<file path="src/rtl/bste_pkg.sv">
// Shared constants and control types for the bounding sphere test-and-expand block.
`timescale 1ns / 1ps

package bste_pkg;

    localparam int COORD_BITS_DEF = 16;
    localparam int RADIUS_BITS    = 17;
    localparam int OP_BITS        = 3;
    localparam int CFG_IDX_BITS   = 2;

    localparam logic [RADIUS_BITS-1:0] RADIUS_MAX = {RADIUS_BITS{1'b1}};

    localparam logic [OP_BITS-1:0] OP_SET_RADIUS = 3'd0;
    localparam logic [OP_BITS-1:0] OP_INTERSECTS = 3'd1;
    localparam logic [OP_BITS-1:0] OP_ENVELOPS   = 3'd2;
    localparam logic [OP_BITS-1:0] OP_CONTAINS   = 3'd3;
    localparam logic [OP_BITS-1:0] OP_GROW_POINT = 3'd4;
    localparam logic [OP_BITS-1:0] OP_GROW_SPHR  = 3'd5;

    localparam logic [CFG_IDX_BITS-1:0] CFG_CENTER_X = 2'd0;
    localparam logic [CFG_IDX_BITS-1:0] CFG_CENTER_Y = 2'd1;
    localparam logic [CFG_IDX_BITS-1:0] CFG_CENTER_Z = 2'd2;

    typedef struct packed {
        logic clr;
        logic mul_en;
        logic acc_en;
    } t_mac_ctl;

    typedef struct packed {
        logic load;
        logic step;
    } t_sqrt_ctl;

endpackage

</file>
<file path="src/rtl/bste_in_if.sv">
// Input word channel: opcode, position and other radius.
`timescale 1ns / 1ps

interface bste_in_if #(
    parameter int COORD_BITS = bste_pkg::COORD_BITS_DEF
) ();
    logic                                valid;
    logic                                ready;
    logic [bste_pkg::OP_BITS-1:0]        opcode;
    logic signed [COORD_BITS-1:0]        pos_x;
    logic signed [COORD_BITS-1:0]        pos_y;
    logic signed [COORD_BITS-1:0]        pos_z;
    logic [bste_pkg::RADIUS_BITS-1:0]    other_radius;

    modport source (output valid, opcode, pos_x, pos_y, pos_z, other_radius, input ready);
    modport sink   (input valid, opcode, pos_x, pos_y, pos_z, other_radius, output ready);
endinterface

</file>
<file path="src/rtl/bste_out_if.sv">
// Result word channel: hit flag, current radius and saturation flag.
`timescale 1ns / 1ps

interface bste_out_if ();
    logic                                valid;
    logic                                ready;
    logic                                hit;
    logic [bste_pkg::RADIUS_BITS-1:0]    current_radius;
    logic                                saturated;

    modport source (output valid, hit, current_radius, saturated, input ready);
    modport sink   (input valid, hit, current_radius, saturated, output ready);
endinterface

</file>
<file path="src/rtl/bounding_sphere_test_and_expand.sv">
// Top level: sequencer, center and radius registers, output register.
// Sequence: set radius and unused opcodes go straight to the result; tests run
//   five squaring/compare steps on the shared multiplier; expansions (bar a grow-point
//   word already inside) then step the square root unit, one root bit per cycle.
// Throughput: one word at a time; the input is ready again the cycle after the result
//   is loaded into the output register, which holds it until taken.
// Reset (synchronous, active low): center and radius cleared, channels idle.
`timescale 1ns / 1ps

module bounding_sphere_test_and_expand #(
    parameter int COORD_BITS = bste_pkg::COORD_BITS_DEF
) (
    input  logic                                  i_clk,
    input  logic                                  i_rst_n,
    bste_in_if.sink                               i_in,
    bste_out_if.source                            o_out,
    input  logic                                  i_cfg_we,
    input  logic [bste_pkg::CFG_IDX_BITS-1:0]     i_cfg_idx,
    input  logic [COORD_BITS-1:0]                 i_cfg_data
);
    localparam int RB = bste_pkg::RADIUS_BITS;
    localparam int CB = COORD_BITS;
    localparam int OW = (CB + 1 > RB + 1) ? CB + 1 : RB + 1;
    localparam int AW = 2 * OW;
    localparam int DW = 2 * CB + 2;
    localparam int NR = DW / 2;
    localparam int CW = $clog2(NR + 1);
    localparam int NW = ((NR + 1 > RB) ? NR + 1 : RB) + 1;

    localparam logic [CW-1:0] STEP_X   = CW'(0);
    localparam logic [CW-1:0] STEP_Y   = CW'(1);
    localparam logic [CW-1:0] STEP_Z   = CW'(2);
    localparam logic [CW-1:0] STEP_THR = CW'(3);
    localparam logic [CW-1:0] STEP_CMP = CW'(4);
    localparam logic [CW-1:0] SQRT_END = CW'(NR - 1);

    typedef enum logic [4:0] {
        S_IDLE = 5'b00001,
        S_MUL  = 5'b00010,
        S_SQRT = 5'b00100,
        S_FIN  = 5'b01000,
        S_DONE = 5'b10000
    } t_state;

    t_state                         r_state, n_state;
    logic [CW-1:0]                  r_cnt, n_cnt;
    logic [CB-1:0]                  r_cx, r_cy, r_cz;
    logic [RB-1:0]                  r_rad;
    logic                           r_ovalid;
    logic                           r_ohit;
    logic [RB-1:0]                  r_orad;
    logic                           r_osat;

    logic [bste_pkg::OP_BITS-1:0]   r_op, n_op;
    logic [RB-1:0]                  r_r, n_r;
    logic [CB:0]                    r_ax, n_ax, r_ay, n_ay, r_az, n_az;
    logic                           r_hit, n_hit;
    logic                           r_set, n_set;
    logic                           r_grow, n_grow;
    logic [NW-1:0]                  r_need, n_need;

    logic signed [CB:0]             w_dx, w_dy, w_dz;
    logic [RB:0]                    w_thr;
    logic [OW-1:0]                  w_opd;
    logic [AW-1:0]                  w_prod, w_acc;
    logic [NR:0]                    w_root;
    logic                           w_le;
    logic                           w_load;
    logic                           w_grow_now;
    logic                           w_sat;
    logic [RB-1:0]                  w_new_rad;
    bste_pkg::t_mac_ctl             w_mac;
    bste_pkg::t_sqrt_ctl            w_sq;

    // Differences to the center, one bit wider, then magnitudes.
    assign w_dx = signed'({i_in.pos_x[CB-1], i_in.pos_x}) - signed'({r_cx[CB-1], r_cx});
    assign w_dy = signed'({i_in.pos_y[CB-1], i_in.pos_y}) - signed'({r_cy[CB-1], r_cy});
    assign w_dz = signed'({i_in.pos_z[CB-1], i_in.pos_z}) - signed'({r_cz[CB-1], r_cz});

    always_comb begin
        case (r_op)
            bste_pkg::OP_INTERSECTS: w_thr = {1'b0, r_rad} + {1'b0, r_r};
            bste_pkg::OP_ENVELOPS:   w_thr = {1'b0, r_rad} - {1'b0, r_r};
            default:                 w_thr = {1'b0, r_rad};
        endcase
    end

    always_comb begin
        case (r_cnt)
            STEP_X:   w_opd = OW'(r_ax);
            STEP_Y:   w_opd = OW'(r_ay);
            STEP_Z:   w_opd = OW'(r_az);
            default:  w_opd = OW'(w_thr);
        endcase
    end

    assign w_le = (w_acc <= w_prod);

    bste_sqacc #(.OW(OW)) u_sqacc (
        .i_clk  (i_clk),
        .i_ctl  (w_mac),
        .i_opd  (w_opd),
        .o_prod (w_prod),
        .o_acc  (w_acc)
    );

    bste_isqrt #(.DW(DW)) u_isqrt (
        .i_clk  (i_clk),
        .i_ctl  (w_sq),
        .i_rad  (w_acc[DW-1:0]),
        .o_root (w_root)
    );

    // Radius update applied when the result is loaded.
    assign w_grow_now = r_grow && (r_need > NW'(r_rad));
    assign w_sat      = w_grow_now && (r_need > NW'(bste_pkg::RADIUS_MAX));
    always_comb begin
        if (r_set) begin
            w_new_rad = r_r;
        end else if (w_sat) begin
            w_new_rad = bste_pkg::RADIUS_MAX;
        end else if (w_grow_now) begin
            w_new_rad = r_need[RB-1:0];
        end else begin
            w_new_rad = r_rad;
        end
    end

    always_comb begin
        n_state = r_state;
        n_cnt   = r_cnt;
        n_op    = r_op;
        n_r     = r_r;
        n_ax    = r_ax;
        n_ay    = r_ay;
        n_az    = r_az;
        n_hit   = r_hit;
        n_set   = r_set;
        n_grow  = r_grow;
        n_need  = r_need;
        w_mac   = '0;
        w_sq    = '0;
        w_load  = 1'b0;
        case (r_state)
            S_IDLE: begin
                if (i_in.valid) begin
                    n_op   = i_in.opcode;
                    n_r    = i_in.other_radius;
                    n_ax   = w_dx[CB] ? (CB+1)'(-w_dx) : (CB+1)'(w_dx);
                    n_ay   = w_dy[CB] ? (CB+1)'(-w_dy) : (CB+1)'(w_dy);
                    n_az   = w_dz[CB] ? (CB+1)'(-w_dz) : (CB+1)'(w_dz);
                    n_hit  = 1'b0;
                    n_set  = (i_in.opcode == bste_pkg::OP_SET_RADIUS);
                    n_grow = 1'b0;
                    n_cnt  = '0;
                    w_mac.clr = 1'b1;
                    if (i_in.opcode == bste_pkg::OP_INTERSECTS ||
                        i_in.opcode == bste_pkg::OP_ENVELOPS   ||
                        i_in.opcode == bste_pkg::OP_CONTAINS   ||
                        i_in.opcode == bste_pkg::OP_GROW_POINT ||
                        i_in.opcode == bste_pkg::OP_GROW_SPHR) begin
                        n_state = S_MUL;
                    end else begin
                        n_state = S_DONE;
                    end
                end
            end
            S_MUL: begin
                w_mac.mul_en = (r_cnt <= STEP_THR);
                w_mac.acc_en = (r_cnt >= STEP_Y) && (r_cnt <= STEP_THR);
                n_cnt        = r_cnt + CW'(1);
                if (r_cnt == STEP_CMP) begin
                    // Sum of squares is final; product holds the squared threshold.
                    n_cnt     = '0;
                    w_sq.load = 1'b1;
                    n_state   = S_DONE;
                    case (r_op)
                        bste_pkg::OP_INTERSECTS: n_hit = w_le;
                        bste_pkg::OP_ENVELOPS:   n_hit = w_le && (r_rad >= r_r);
                        bste_pkg::OP_CONTAINS:   n_hit = w_le;
                        bste_pkg::OP_GROW_POINT: begin
                            if (!w_le) begin
                                n_grow  = 1'b1;
                                n_state = S_SQRT;
                            end
                        end
                        bste_pkg::OP_GROW_SPHR: begin
                            n_grow  = 1'b1;
                            n_state = S_SQRT;
                        end
                        default: n_hit = 1'b0;
                    endcase
                end
            end
            S_SQRT: begin
                w_sq.step = 1'b1;
                n_cnt     = r_cnt + CW'(1);
                if (r_cnt == SQRT_END) begin
                    n_state = S_FIN;
                end
            end
            S_FIN: begin
                n_need  = NW'(w_root) +
                          ((r_op == bste_pkg::OP_GROW_SPHR) ? NW'(r_r) : NW'(0));
                n_state = S_DONE;
            end
            S_DONE: begin
                if (!r_ovalid || o_out.ready) begin
                    w_load  = 1'b1;
                    n_state = S_IDLE;
                end
            end
            default: n_state = S_IDLE;
        endcase
    end

    always_ff @(posedge i_clk) begin
        if (!i_rst_n) begin
            r_state  <= S_IDLE;
            r_cnt    <= '0;
            r_cx     <= '0;
            r_cy     <= '0;
            r_cz     <= '0;
            r_rad    <= '0;
            r_ovalid <= 1'b0;
        end else begin
            r_state <= n_state;
            r_cnt   <= n_cnt;
            if (i_cfg_we) begin
                case (i_cfg_idx)
                    bste_pkg::CFG_CENTER_X: r_cx <= i_cfg_data;
                    bste_pkg::CFG_CENTER_Y: r_cy <= i_cfg_data;
                    bste_pkg::CFG_CENTER_Z: r_cz <= i_cfg_data;
                    default: ;
                endcase
            end
            if (w_load) begin
                r_rad    <= w_new_rad;
                r_ovalid <= 1'b1;
            end else if (o_out.ready) begin
                r_ovalid <= 1'b0;
            end
        end
    end

    always_ff @(posedge i_clk) begin
        r_op   <= n_op;
        r_r    <= n_r;
        r_ax   <= n_ax;
        r_ay   <= n_ay;
        r_az   <= n_az;
        r_hit  <= n_hit;
        r_set  <= n_set;
        r_grow <= n_grow;
        r_need <= n_need;
        if (w_load) begin
            r_ohit <= r_hit;
            r_orad <= w_new_rad;
            r_osat <= w_sat;
        end
    end

    assign i_in.ready           = (r_state == S_IDLE);
    assign o_out.valid          = r_ovalid;
    assign o_out.hit            = r_ohit;
    assign o_out.current_radius = r_orad;
    assign o_out.saturated      = r_osat;

    a_sat_at_max: assert property (@(posedge i_clk) disable iff (!i_rst_n)
        (r_ovalid && r_osat) |-> (r_orad == bste_pkg::RADIUS_MAX))
        else $error("saturated result without maximum radius");

    a_hit_only_tests: assert property (@(posedge i_clk) disable iff (!i_rst_n)
        (w_load && r_hit) |-> (r_op == bste_pkg::OP_INTERSECTS ||
                               r_op == bste_pkg::OP_ENVELOPS ||
                               r_op == bste_pkg::OP_CONTAINS))
        else $error("hit raised for a non-test opcode");

    a_grow_no_shrink: assert property (@(posedge i_clk) disable iff (!i_rst_n)
        (w_load && (r_op == bste_pkg::OP_GROW_POINT || r_op == bste_pkg::OP_GROW_SPHR))
        |=> (r_rad >= $past(r_rad)))
        else $error("expansion reduced the radius");

    a_root_is_ceil: assert property (@(posedge i_clk) disable iff (!i_rst_n)
        (r_state == S_FIN) |->
        (((AW+4)'(w_root) * (AW+4)'(w_root)) >= (AW+4)'(w_acc)) &&
        ((w_root == '0) ||
         (((AW+4)'(w_root) - (AW+4)'(1)) * ((AW+4)'(w_root) - (AW+4)'(1)) < (AW+4)'(w_acc))))
        else $error("square root unit gave a wrong ceiling root");

    a_accept_leaves_idle: assert property (@(posedge i_clk) disable iff (!i_rst_n)
        (i_in.valid && i_in.ready) |=> (r_state != S_IDLE))
        else $error("accepted word did not start the sequencer");
endmodule

</file>
<file path="src/rtl/bste_sqacc.sv">
// Shared squaring unit with a registered product and a sum-of-squares accumulator.
`timescale 1ns / 1ps

module bste_sqacc #(
    parameter int OW = 18
) (
    input  logic                 i_clk,
    input  bste_pkg::t_mac_ctl   i_ctl,
    input  logic [OW-1:0]        i_opd,
    output logic [2*OW-1:0]      o_prod,
    output logic [2*OW-1:0]      o_acc
);
    logic [2*OW-1:0] r_prod;
    logic [2*OW-1:0] r_acc;

    always_ff @(posedge i_clk) begin
        if (i_ctl.mul_en) begin
            r_prod <= i_opd * i_opd;
        end
        if (i_ctl.clr) begin
            r_acc <= '0;
        end else if (i_ctl.acc_en) begin
            r_acc <= r_acc + r_prod;
        end
    end

    assign o_prod = r_prod;
    assign o_acc  = r_acc;
endmodule

</file>
<file path="src/rtl/bste_isqrt.sv">
// Restoring square root, one root bit per cycle while stepped, with ceiling correction on the output.
`timescale 1ns / 1ps

module bste_isqrt #(
    parameter int DW = 34
) (
    input  logic                 i_clk,
    input  bste_pkg::t_sqrt_ctl  i_ctl,
    input  logic [DW-1:0]        i_rad,
    output logic [DW/2:0]        o_root
);
    localparam int N  = DW / 2;
    localparam int RW = N + 3;

    logic [DW-1:0] r_rad;
    logic [RW-1:0] r_rem;
    logic [N-1:0]  r_root;
    logic [RW-1:0] w_rem_sh;
    logic [RW-1:0] w_trial;
    logic          w_ge;

    // Bring down the next two radicand bits and try a one in the next root bit.
    assign w_rem_sh = {r_rem[RW-3:0], r_rad[DW-1 -: 2]};
    assign w_trial  = {{(RW-N-2){1'b0}}, r_root, 2'b01};
    assign w_ge     = (w_rem_sh >= w_trial);

    always_ff @(posedge i_clk) begin
        if (i_ctl.load) begin
            r_rad  <= i_rad;
            r_rem  <= '0;
            r_root <= '0;
        end else if (i_ctl.step) begin
            r_rad <= {r_rad[DW-3:0], 2'b00};
            if (w_ge) begin
                r_rem  <= w_rem_sh - w_trial;
                r_root <= {r_root[N-2:0], 1'b1};
            end else begin
                r_rem  <= w_rem_sh;
                r_root <= {r_root[N-2:0], 1'b0};
            end
        end
    end

    // Round up when the floor root leaves a remainder.
    assign o_root = {1'b0, r_root} + (N+1)'(r_rem != '0);
endmodule

</file>
<file path="src/flat_wrapper.sv">
// flat-port wrapper written by rule: the top's interface ports become plain ports
module bounding_sphere_test_and_expand_flat 
#(
    parameter int COORD_BITS = bste_pkg::COORD_BITS_DEF
)
  (i_clk, i_rst_n, i_cfg_we, i_cfg_idx, i_cfg_data, i_in_valid, i_in_opcode, i_in_pos_x, i_in_pos_y, i_in_pos_z, i_in_other_radius, i_in_ready, o_out_valid, o_out_hit, o_out_current_radius, o_out_saturated, o_out_ready);
  bste_in_if #(.COORD_BITS(COORD_BITS)) i_in_i ();
  bste_out_if o_out_i ();
  input  logic i_clk;
  input  logic i_rst_n;
  input  logic i_cfg_we;
  input  logic [bste_pkg::CFG_IDX_BITS-1:0] i_cfg_idx;
  input  logic [COORD_BITS-1:0] i_cfg_data;
  input wire logic [$bits(i_in_i.valid)-1:0] i_in_valid;
  input wire logic [$bits(i_in_i.opcode)-1:0] i_in_opcode;
  input wire logic [$bits(i_in_i.pos_x)-1:0] i_in_pos_x;
  input wire logic [$bits(i_in_i.pos_y)-1:0] i_in_pos_y;
  input wire logic [$bits(i_in_i.pos_z)-1:0] i_in_pos_z;
  input wire logic [$bits(i_in_i.other_radius)-1:0] i_in_other_radius;
  output wire logic [$bits(i_in_i.ready)-1:0] i_in_ready;
  output wire logic [$bits(o_out_i.valid)-1:0] o_out_valid;
  output wire logic [$bits(o_out_i.hit)-1:0] o_out_hit;
  output wire logic [$bits(o_out_i.current_radius)-1:0] o_out_current_radius;
  output wire logic [$bits(o_out_i.saturated)-1:0] o_out_saturated;
  input wire logic [$bits(o_out_i.ready)-1:0] o_out_ready;
  assign i_in_i.valid = i_in_valid;
  assign i_in_i.opcode = i_in_opcode;
  assign i_in_i.pos_x = i_in_pos_x;
  assign i_in_i.pos_y = i_in_pos_y;
  assign i_in_i.pos_z = i_in_pos_z;
  assign i_in_i.other_radius = i_in_other_radius;
  assign i_in_ready = i_in_i.ready;
  assign o_out_valid = o_out_i.valid;
  assign o_out_hit = o_out_i.hit;
  assign o_out_current_radius = o_out_i.current_radius;
  assign o_out_saturated = o_out_i.saturated;
  assign o_out_i.ready = o_out_ready;
  bounding_sphere_test_and_expand #(.COORD_BITS(COORD_BITS)) u_core (.i_clk(i_clk), .i_rst_n(i_rst_n), .i_in(i_in_i), .o_out(o_out_i), .i_cfg_we(i_cfg_we), .i_cfg_idx(i_cfg_idx), .i_cfg_data(i_cfg_data));
endmodule
</file>
<file path="config.mk">
export PLATFORM = sky130hd
export DESIGN_NAME = bounding_sphere_test_and_expand_flat
export DESIGN_NICKNAME = d
export VERILOG_FILES = /design/src/rtl/bste_pkg.sv /design/src/rtl/bste_in_if.sv /design/src/rtl/bste_out_if.sv /design/src/rtl/bounding_sphere_test_and_expand.sv /design/src/rtl/bste_sqacc.sv /design/src/rtl/bste_isqrt.sv /design/src/flat_wrapper.sv
export SDC_FILE = /design/constraint.sdc
export NUM_CORES = 2
export LEC_CHECK = 0
export ABC_AREA = 1
export BUFFER_PORTS_ARGS = -buffer_cell sky130_fd_sc_hd__buf_2
export CAP_MARGIN = 20
export CORE_MARGIN = 8
export CORE_UTILIZATION = 40
export CTS_BUF_LIST = sky130_fd_sc_hd__clkbuf_16
export DETAILED_ROUTE_END_ITERATION = 8
export PLACE_DENSITY = 0.58
export SLEW_MARGIN = 20
export SYNTH_ARGS = -nofsm -noshare
export SYNTH_HDL_FRONTEND = slang
export SYNTH_SLANG_ARGS = --single-unit
</file>
<file path="constraint.sdc">
create_clock -name i_clk -period 7.2 [get_ports i_clk]
set_input_delay 1.08 -clock i_clk [delete_from_list [all_inputs] [get_ports i_clk]]
set_output_delay 1.08 -clock i_clk [all_outputs]
set_load 0.03 [all_outputs]
</file>
Word level (Yosys, flattened, before mapping) --
Index checks and enable logic that the tools add are counted. W data, S select, Z words.
Word-level totals: output and inout port bits 21, logic and storage cells 146, bits in latches 0, flip-flop bits (word level) 331, RAM bits 0, memory bits (read-only) 0, bits of input ports 91, memories 0
Cells by class: divide/modulo/power cells 0, multiplexer cells 42, multipliers 1, add/subtract/negate cells 13, bitwise gates (word level) 0, order comparisons 7, shift-type cells 0, equality and inequality tests 28, reductions and logical operators 28
Operator list (count):
- $mux W17 | 4
- $mux W34 | 2
- $pmux W18 S3 | 1
- $neg A17 Y17 | 3
- $sub A16 B16 Y17 | 3
- $mux W16 | 3
- $mux W5 | 8
- $add A36 B36 Y36 | 1
- $le A36 B36 Y1 | 1
- $mul A18 B18 Y36 | 1
- $pmux W18 S2 | 1
- $pmux W5 S5 | 1
- $ge A20 B19 Y1 | 1
- $mux W20 | 1
- $reduce_bool A20 Y1 | 1
- $sub A20 B19 Y20 | 1
- $add A18 B19 Y19 | 1
- $gt A19 B17 Y1 | 1
- $gt A19 B17 Y1 const B | 1
- $add A17 B1 Y18 | 1
- $add A17 B17 Y18 | 1
- $sub A17 B17 Y18 | 1
- $ge A17 B17 Y1 | 1
- $pmux W5 S3 | 1
- other kinds (34) | 78

Logic depth before layout (Yosys ltp) --
depth in word-level cells 8, depth in mapped cells 43, mapped depth without buffers 42

Modules after synthesis --
A second synthesis with hierarchy kept.
Second synthesis, totals: cells, all modules 4675, area total of the unflattened synthesis 34125.2 um2
By module, submodules not included:
- bounding_sphere_test_and_expand | instances 1, area each 15605.0 um2, cells an instance 2171, seq. area each 4884.7 um2
- bste_sqacc | instances 1, area each 14096.0 um2, cells an instance 1879, seq. area each 1771.7 um2
- bste_isqrt | instances 1, area each 4424.2 um2, cells an instance 625, seq. area each 1761.7 um2

Worst setup path before layout --
No wires, ideal clock.
path type flip-flop to flip-flop, start reg u_core.r_r[0], end reg u_core.u_sqacc.r_prod[30], in the netlist u_core.u_sqacc.o_prod[30], data pin, required time 6.948 ns, path buffers 1, data arrival time 6.990 ns, setup time 0.252 ns, stages on the path, launching flop included 36, setup slack -0.042 ns, clock period less this slack 7.242 ns, path through edfxtp_1 -> ha_1 -> fa_1 -> nand3_1 -> nand2_1 -> nand2_1 -> nand2_1 -> nand3_1 -> nand2_1 -> nand2_1 -> nand3_1 -> nand3_1 -> nand3_1 -> nand2_1 -> buf_4 -> nor2_1 -> fa_1 -> inv_1 -> fa_1 -> inv_1 -> fa_1 -> fa_1 -> fa_1 -> inv_1 -> fa_1 -> inv_1 -> ha_1 -> nand2_1 -> nor2_1 -> nand4_1 -> o21ai_0 -> a21boi_0 -> o21ai_0 -> nand2_1 -> nand3_1 -> nand2_1
Between the ends: word-level cells in the longest chain between the ends 4, elaborated cells on any way between the ends 5, those cells by class add/sub: 2; mul: 1; mux: 2
RTL lines:
- from (decl) | RTL line bounding_sphere_test_and_expand.sv:55 | logic [RB-1:0] r_r, n_r;
- from (signal assigned) | RTL line bounding_sphere_test_and_expand.sv:248 | r_r <= n_r;
- $sub A17 B17 Y18 or $add A17 B17 Y18 (tied branches) | RTL line bounding_sphere_test_and_expand.sv:83, bounding_sphere_test_and_expand.sv:82
- $pmux W18 S2 (*) | RTL line bounding_sphere_test_and_expand.sv:81 | case (r_op)
- $pmux W18 S3 (*) | RTL line bounding_sphere_test_and_expand.sv:89 | case (r_cnt)
- $mul A18 B18 Y36 (*) | RTL line bste_sqacc.sv:18 | r_prod <= i_opd * i_opd;
- to (signal assigned) | RTL line bste_sqacc.sv:18
- to (decl) | RTL line bste_sqacc.sv:13 | logic [2*OW-1:0] r_prod;
Mark *: on every way between the ends. The rest lies on a longest branch, timed or not. A chain may end at the register's enable or synchronous reset.

Final worst setup path --
start reg u_core.r_r[1], end reg u_core.u_sqacc.r_prod[31], in the netlist u_core.u_sqacc.o_prod[31], data pin
The elaborated chain is that of the path after synthesis.

==> flow_results.xml <==
<?xml version="1.0" encoding="UTF-8"?>
<metrics>
  <group name="detailed_routing">
    <metric name="highest-signal-layer" unit="">met4</metric>
    <metric name="drc_errors" unit="">0</metric>
    <metric name="met2_wirelength" unit="um">44130</metric>
    <metric name="wirelength" unit="um">96700</metric>
    <metric name="post_drt_via_cell_ratio" unit="">4.895</metric>
    <metric name="routedLengthMet1" unit="um">45000</metric>
    <metric name="drtAntennaViolNets" unit="">0</metric>
    <metric name="first_iter_violations" unit="">1710</metric>
    <metric name="vias" unit="">29790</metric>
    <metric name="firstDrtPassIters" unit="">5</metric>
    <metric name="routed-wl-met3" unit="um">4776</metric>
    <metric name="average_routed_wire_per_standard_cell" unit="um">15.89</metric>
  </group>
  <group name="critical_path">
    <metric name="start_kind" unit="">flop</metric>
    <metric name="crit_path_max_fanout" unit="">5</metric>
    <metric name="crit_path_frequent_cell" unit="">fa_1</metric>
    <metric name="crit_path_start" unit="">u_core.r_r[1]</metric>
    <metric name="reg_to_reg_critical_path_startpoint" unit="">u_core.r_r[1]</metric>
    <metric name="critical_path_class" unit="">reg -&gt; reg</metric>
    <metric name="critical_path.endpoint_type" unit="">flop</metric>
    <metric name="worst_path_largest_cell_delay" unit="ns">0.55</metric>
    <metric name="critical_path.reg2reg.endpoint" unit="">u_core.u_sqacc.o_prod[31]</metric>
    <metric name="arrival" unit="ns">7.39</metric>
    <metric name="reg2reg_depth" unit="">33</metric>
    <metric name="timing.critical_path.slowest_stage_cell" unit="">fa_1</metric>
    <metric name="timing.critical_path.required" unit="ns">7.55</metric>
    <metric name="timing.reg2reg.setup_slack" unit="ns">0.16</metric>
  </group>
  <group name="timing">
    <metric name="maxSlewHeadroom" unit="%">40.38</metric>
    <metric name="final-hold-violation-count" unit="">0</metric>
    <metric name="final_max_slew_viol_count" unit="">0</metric>
    <metric name="fin_crit_sh" unit="%">97.79</metric>
    <metric name="final_report_setup_violation_count" unit="">0</metric>
    <metric name="post-route-min-period" unit="ns">7.041</metric>
    <metric name="skew_final" unit="ns">0.05201</metric>
    <metric name="max_slew.worst_pin.slew" unit="ns">0.8944</metric>
    <metric name="post-route-worst-setup-slack" unit="ns">0.1589</metric>
    <metric name="rsz0062_at_grt" unit="">true</metric>
    <metric name="timing.fmax" unit="MHz">142.0</metric>
  </group>
  <group name="synth">
    <metric name="synthesized_netlist_net_count" unit="">5145</metric>
    <metric name="synth_commonest_cells" unit="">nand2_1, inv_1, nor2_1</metric>
    <metric name="post-synth-top-count-cell" unit="">nand2_1</metric>
    <metric name="synth_area_leaders" unit="">edfxtp_1, fa_1, ha_1, nand2_1, inv_1</metric>
    <metric name="postSynth.asyncResetShare" unit="%">0</metric>
    <metric name="post_synth.cell_area_avg" unit="um^2">7.387</metric>
    <metric name="post_synth_num_cell_types" unit="">54</metric>
    <metric name="synth_cells" unit="">4507</metric>
    <metric name="synth_edf_count" unit="">180</metric>
    <metric name="yosysWarnings" unit="">0</metric>
    <metric name="synth_top_area_cell" unit="">edfxtp_1</metric>
    <metric name="synth_top_cell_area_share" unit="%">16.23</metric>
    <metric name="syn-cell-area" unit="um^2">33290</metric>
    <metric name="prevailing_post_synth_register_cell" unit="">edfxtp_1</metric>
    <metric name="ffs_latches_synth" unit="">329</metric>
    <metric name="portion_of_the_post_synthesis_area_used_by_sequential_elements" unit="%">25.19</metric>
  </group>
  <group name="clocking">
    <metric name="cts_num_sinks" unit="">329</metric>
    <metric name="clock-root-buffer" unit="">clkbuf_16</metric>
    <metric name="cts_htree_levels" unit="">2</metric>
    <metric name="max-clock-path-buffers" unit="">3</metric>
    <metric name="tritoncts" unit="">done</metric>
    <metric name="numCtsBuffers" unit="">42</metric>
    <metric name="clkLatencyLatePin" unit="ns">0.61</metric>
    <metric name="cts.clk_slew.worst_paths" unit="ns">0.06</metric>
    <metric name="cts.hold.buffers_added" unit="">0</metric>
  </group>
  <group name="floorplanning">
    <metric name="floorplan.initialDensity" unit="%">40.10</metric>
    <metric name="die_width" unit="um">304.5</metric>
    <metric name="die_area" unit="um^2">92720</metric>
    <metric name="placement_rows" unit="">106</metric>
    <metric name="core_area" unit="um^2">83020</metric>
    <metric name="num_io_pins" unit="">112</metric>
    <metric name="die_h" unit="um">304.5</metric>
  </group>
  <group name="grt">
    <metric name="grt_max_degree" unit="">65</metric>
    <metric name="antenna_violations_before_repair" unit="">3</metric>
    <metric name="grt_pass1_wl" unit="um">153700</metric>
    <metric name="vias_in_the_first_global_route" unit="">29380</metric>
    <metric name="grt_overflow_total" unit="">0</metric>
    <metric name="global_route_usage_over_all_layers" unit="%">20.24</metric>
  </group>
  <group name="cells_and_area">
    <metric name="postLayoutCoreUtil" unit="%">48.81</metric>
    <metric name="final.fill_count" unit="">8217</metric>
    <metric name="layout.cells.non_filler" unit="">6085</metric>
    <metric name="finalNetCount" unit="">5607</metric>
    <metric name="final_area" unit="um^2">40530</metric>
    <metric name="final_layout_size_suffix_gt1_share" unit="%">18.25</metric>
    <metric name="flow.area_growth_from_synthesis" unit="%">21.72</metric>
  </group>
  <group name="job">
    <metric name="max-cap-violations" unit="">0</metric>
  </group>
  <group name="placed_design">
    <metric name="post-place-cells" unit="">5956</metric>
    <metric name="dpl_worst_slack" unit="ns">-0.4611</metric>
    <metric name="placedInstanceArea" unit="um^2">37420</metric>
    <metric name="buffer_ports.inserted" unit="">111</metric>
    <metric name="gp_congestion" unit="">0.9531</metric>
    <metric name="place_hpwl" unit="um">79360</metric>
  </group>
  <group name="worst_hold_path">
    <metric name="hold_path.startpoint" unit="">u_core.u_isqrt.r_rem[19]</metric>
    <metric name="worstHoldPathCells" unit="">2</metric>
    <metric name="whs_endpoint" unit="">u_core.u_isqrt.r_rem[19]</metric>
    <metric name="hold_path_class" unit="">reg -&gt; reg</metric>
  </group>
  <group name="run_status">
    <metric name="outcome" unit="">finished clean</metric>
  </group>
</metrics>
==> sequential cells by signal (all words and copies together), names as in the netlist, 18 cells and up <==
signal	count
u_core.r_need	18
u_core.u_isqrt.r_rad	34
u_core.u_isqrt.r_rem	20
u_core.u_sqacc.o_acc	36
u_core.u_sqacc.o_prod	35
==> per-layer routing <==
layer	track usage, %	vias to the layer above
met1	27.28	13720
met4	5.583	0
li1	-	15300
met3	3.044	152
met2	33.70	622
met5	0	-
==> area by class of cell <==
cell class | instances | area, um^2 | share of cell area, %
well taps | 1080 | 1351 | 3.334
inverters | 927 | 3528 | 8.706
clock inverters | 36 | 351.6 | 0.8676
diodes | 2 | 5.005 | 0.01235
multi-input cells | 3166 | 22190 | 54.76
clock buffers | 42 | 1051 | 2.593
repair buffers | 503 | 3656 | 9.021
flip-flops and latches | 329 | 8392 | 20.71
==> cells by family (layout without fill, tap and decap cells) <==
family,count (synthesis),in the layout,synth area share (%)
buf+inv,1012,1508,11.72
fa+ha+maj,547,547,25.70
flops,329,329,25.19
compound gates,721,721,11.88
other cells,0,2,0
simple gates,1777,1777,22.33
xor+xnor,121,121,3.183
==> cells in the final DEF (no fill, tap or decap), types with 71 or more instances in the layout <==
| cell type | synthesis | routed |
|---|---|---|
| nand2_1 | 958 | 902 |
| a21oi_1 | 341 | 310 |
| nand3_1 | 248 | 230 |
| fa_1 | 228 | 211 |
| buf_4 | 8 | 366 |
| inv_2 | 31 | 71 |
| edfxtp_1 | 180 | 180 |
| buf_2 | 27 | 111 |
| inv_1 | 890 | 844 |
| ha_1 | 319 | 284 |
| dfxtp_1 | 149 | 146 |
| nor2_1 | 396 | 373 |
| xor2_1 | 83 | 83 |
| o21ai_0 | 239 | 217 |
==> worst max path at each step <==
stage / endpoint / slack [ns] / cells past startpoint
4_1_cts: u_core.u_sqacc.o_prod[32] / 0.004 / 37
6_report: u_core.u_sqacc.o_prod[31] / 0.16 / 33
5_1_grt: u_core.u_sqacc.o_prod[33] / -0.17 / 34
3_5_place_dp: u_core.u_sqacc.o_prod[30] / -0.46 / 33
2_1_floorplan: u_core.u_sqacc.o_prod[30] / 0.07 / 35
3_3_place_gp: u_core.u_sqacc.o_prod[30] / -0.31 / 33
==> worst max-delay path, delay by kind of cell (launching register included) <==
family          cells  cell delay (ns)
compound gates      5             0.69
xor+xnor            1             0.14
fa+ha+maj           8             3.72
buf+inv             9             0.94
flops               1             0.44
simple gates       10             0.86
==> per-stage QoR <==
step	TNS (ns)	hold WS (ns)
finish	0	0.4532
CTS	0	0.4478
global route	-1.139	0.4691
global placement	-2.491	0.4241
detailed placement	-4.337	0.4320
floorplan	0	0.4003
==> timing repair <==
action                     in CTS  in global routing
buffers inserted               12                 39
gates resized for setup       114                249
gates cloned                    0                  0
pin swaps                      42                120
setup endpoints to repair      16                 19
Power is not shown: default switching activity piles up to over one toggle a cycle in this logic, so the estimate is an artifact.
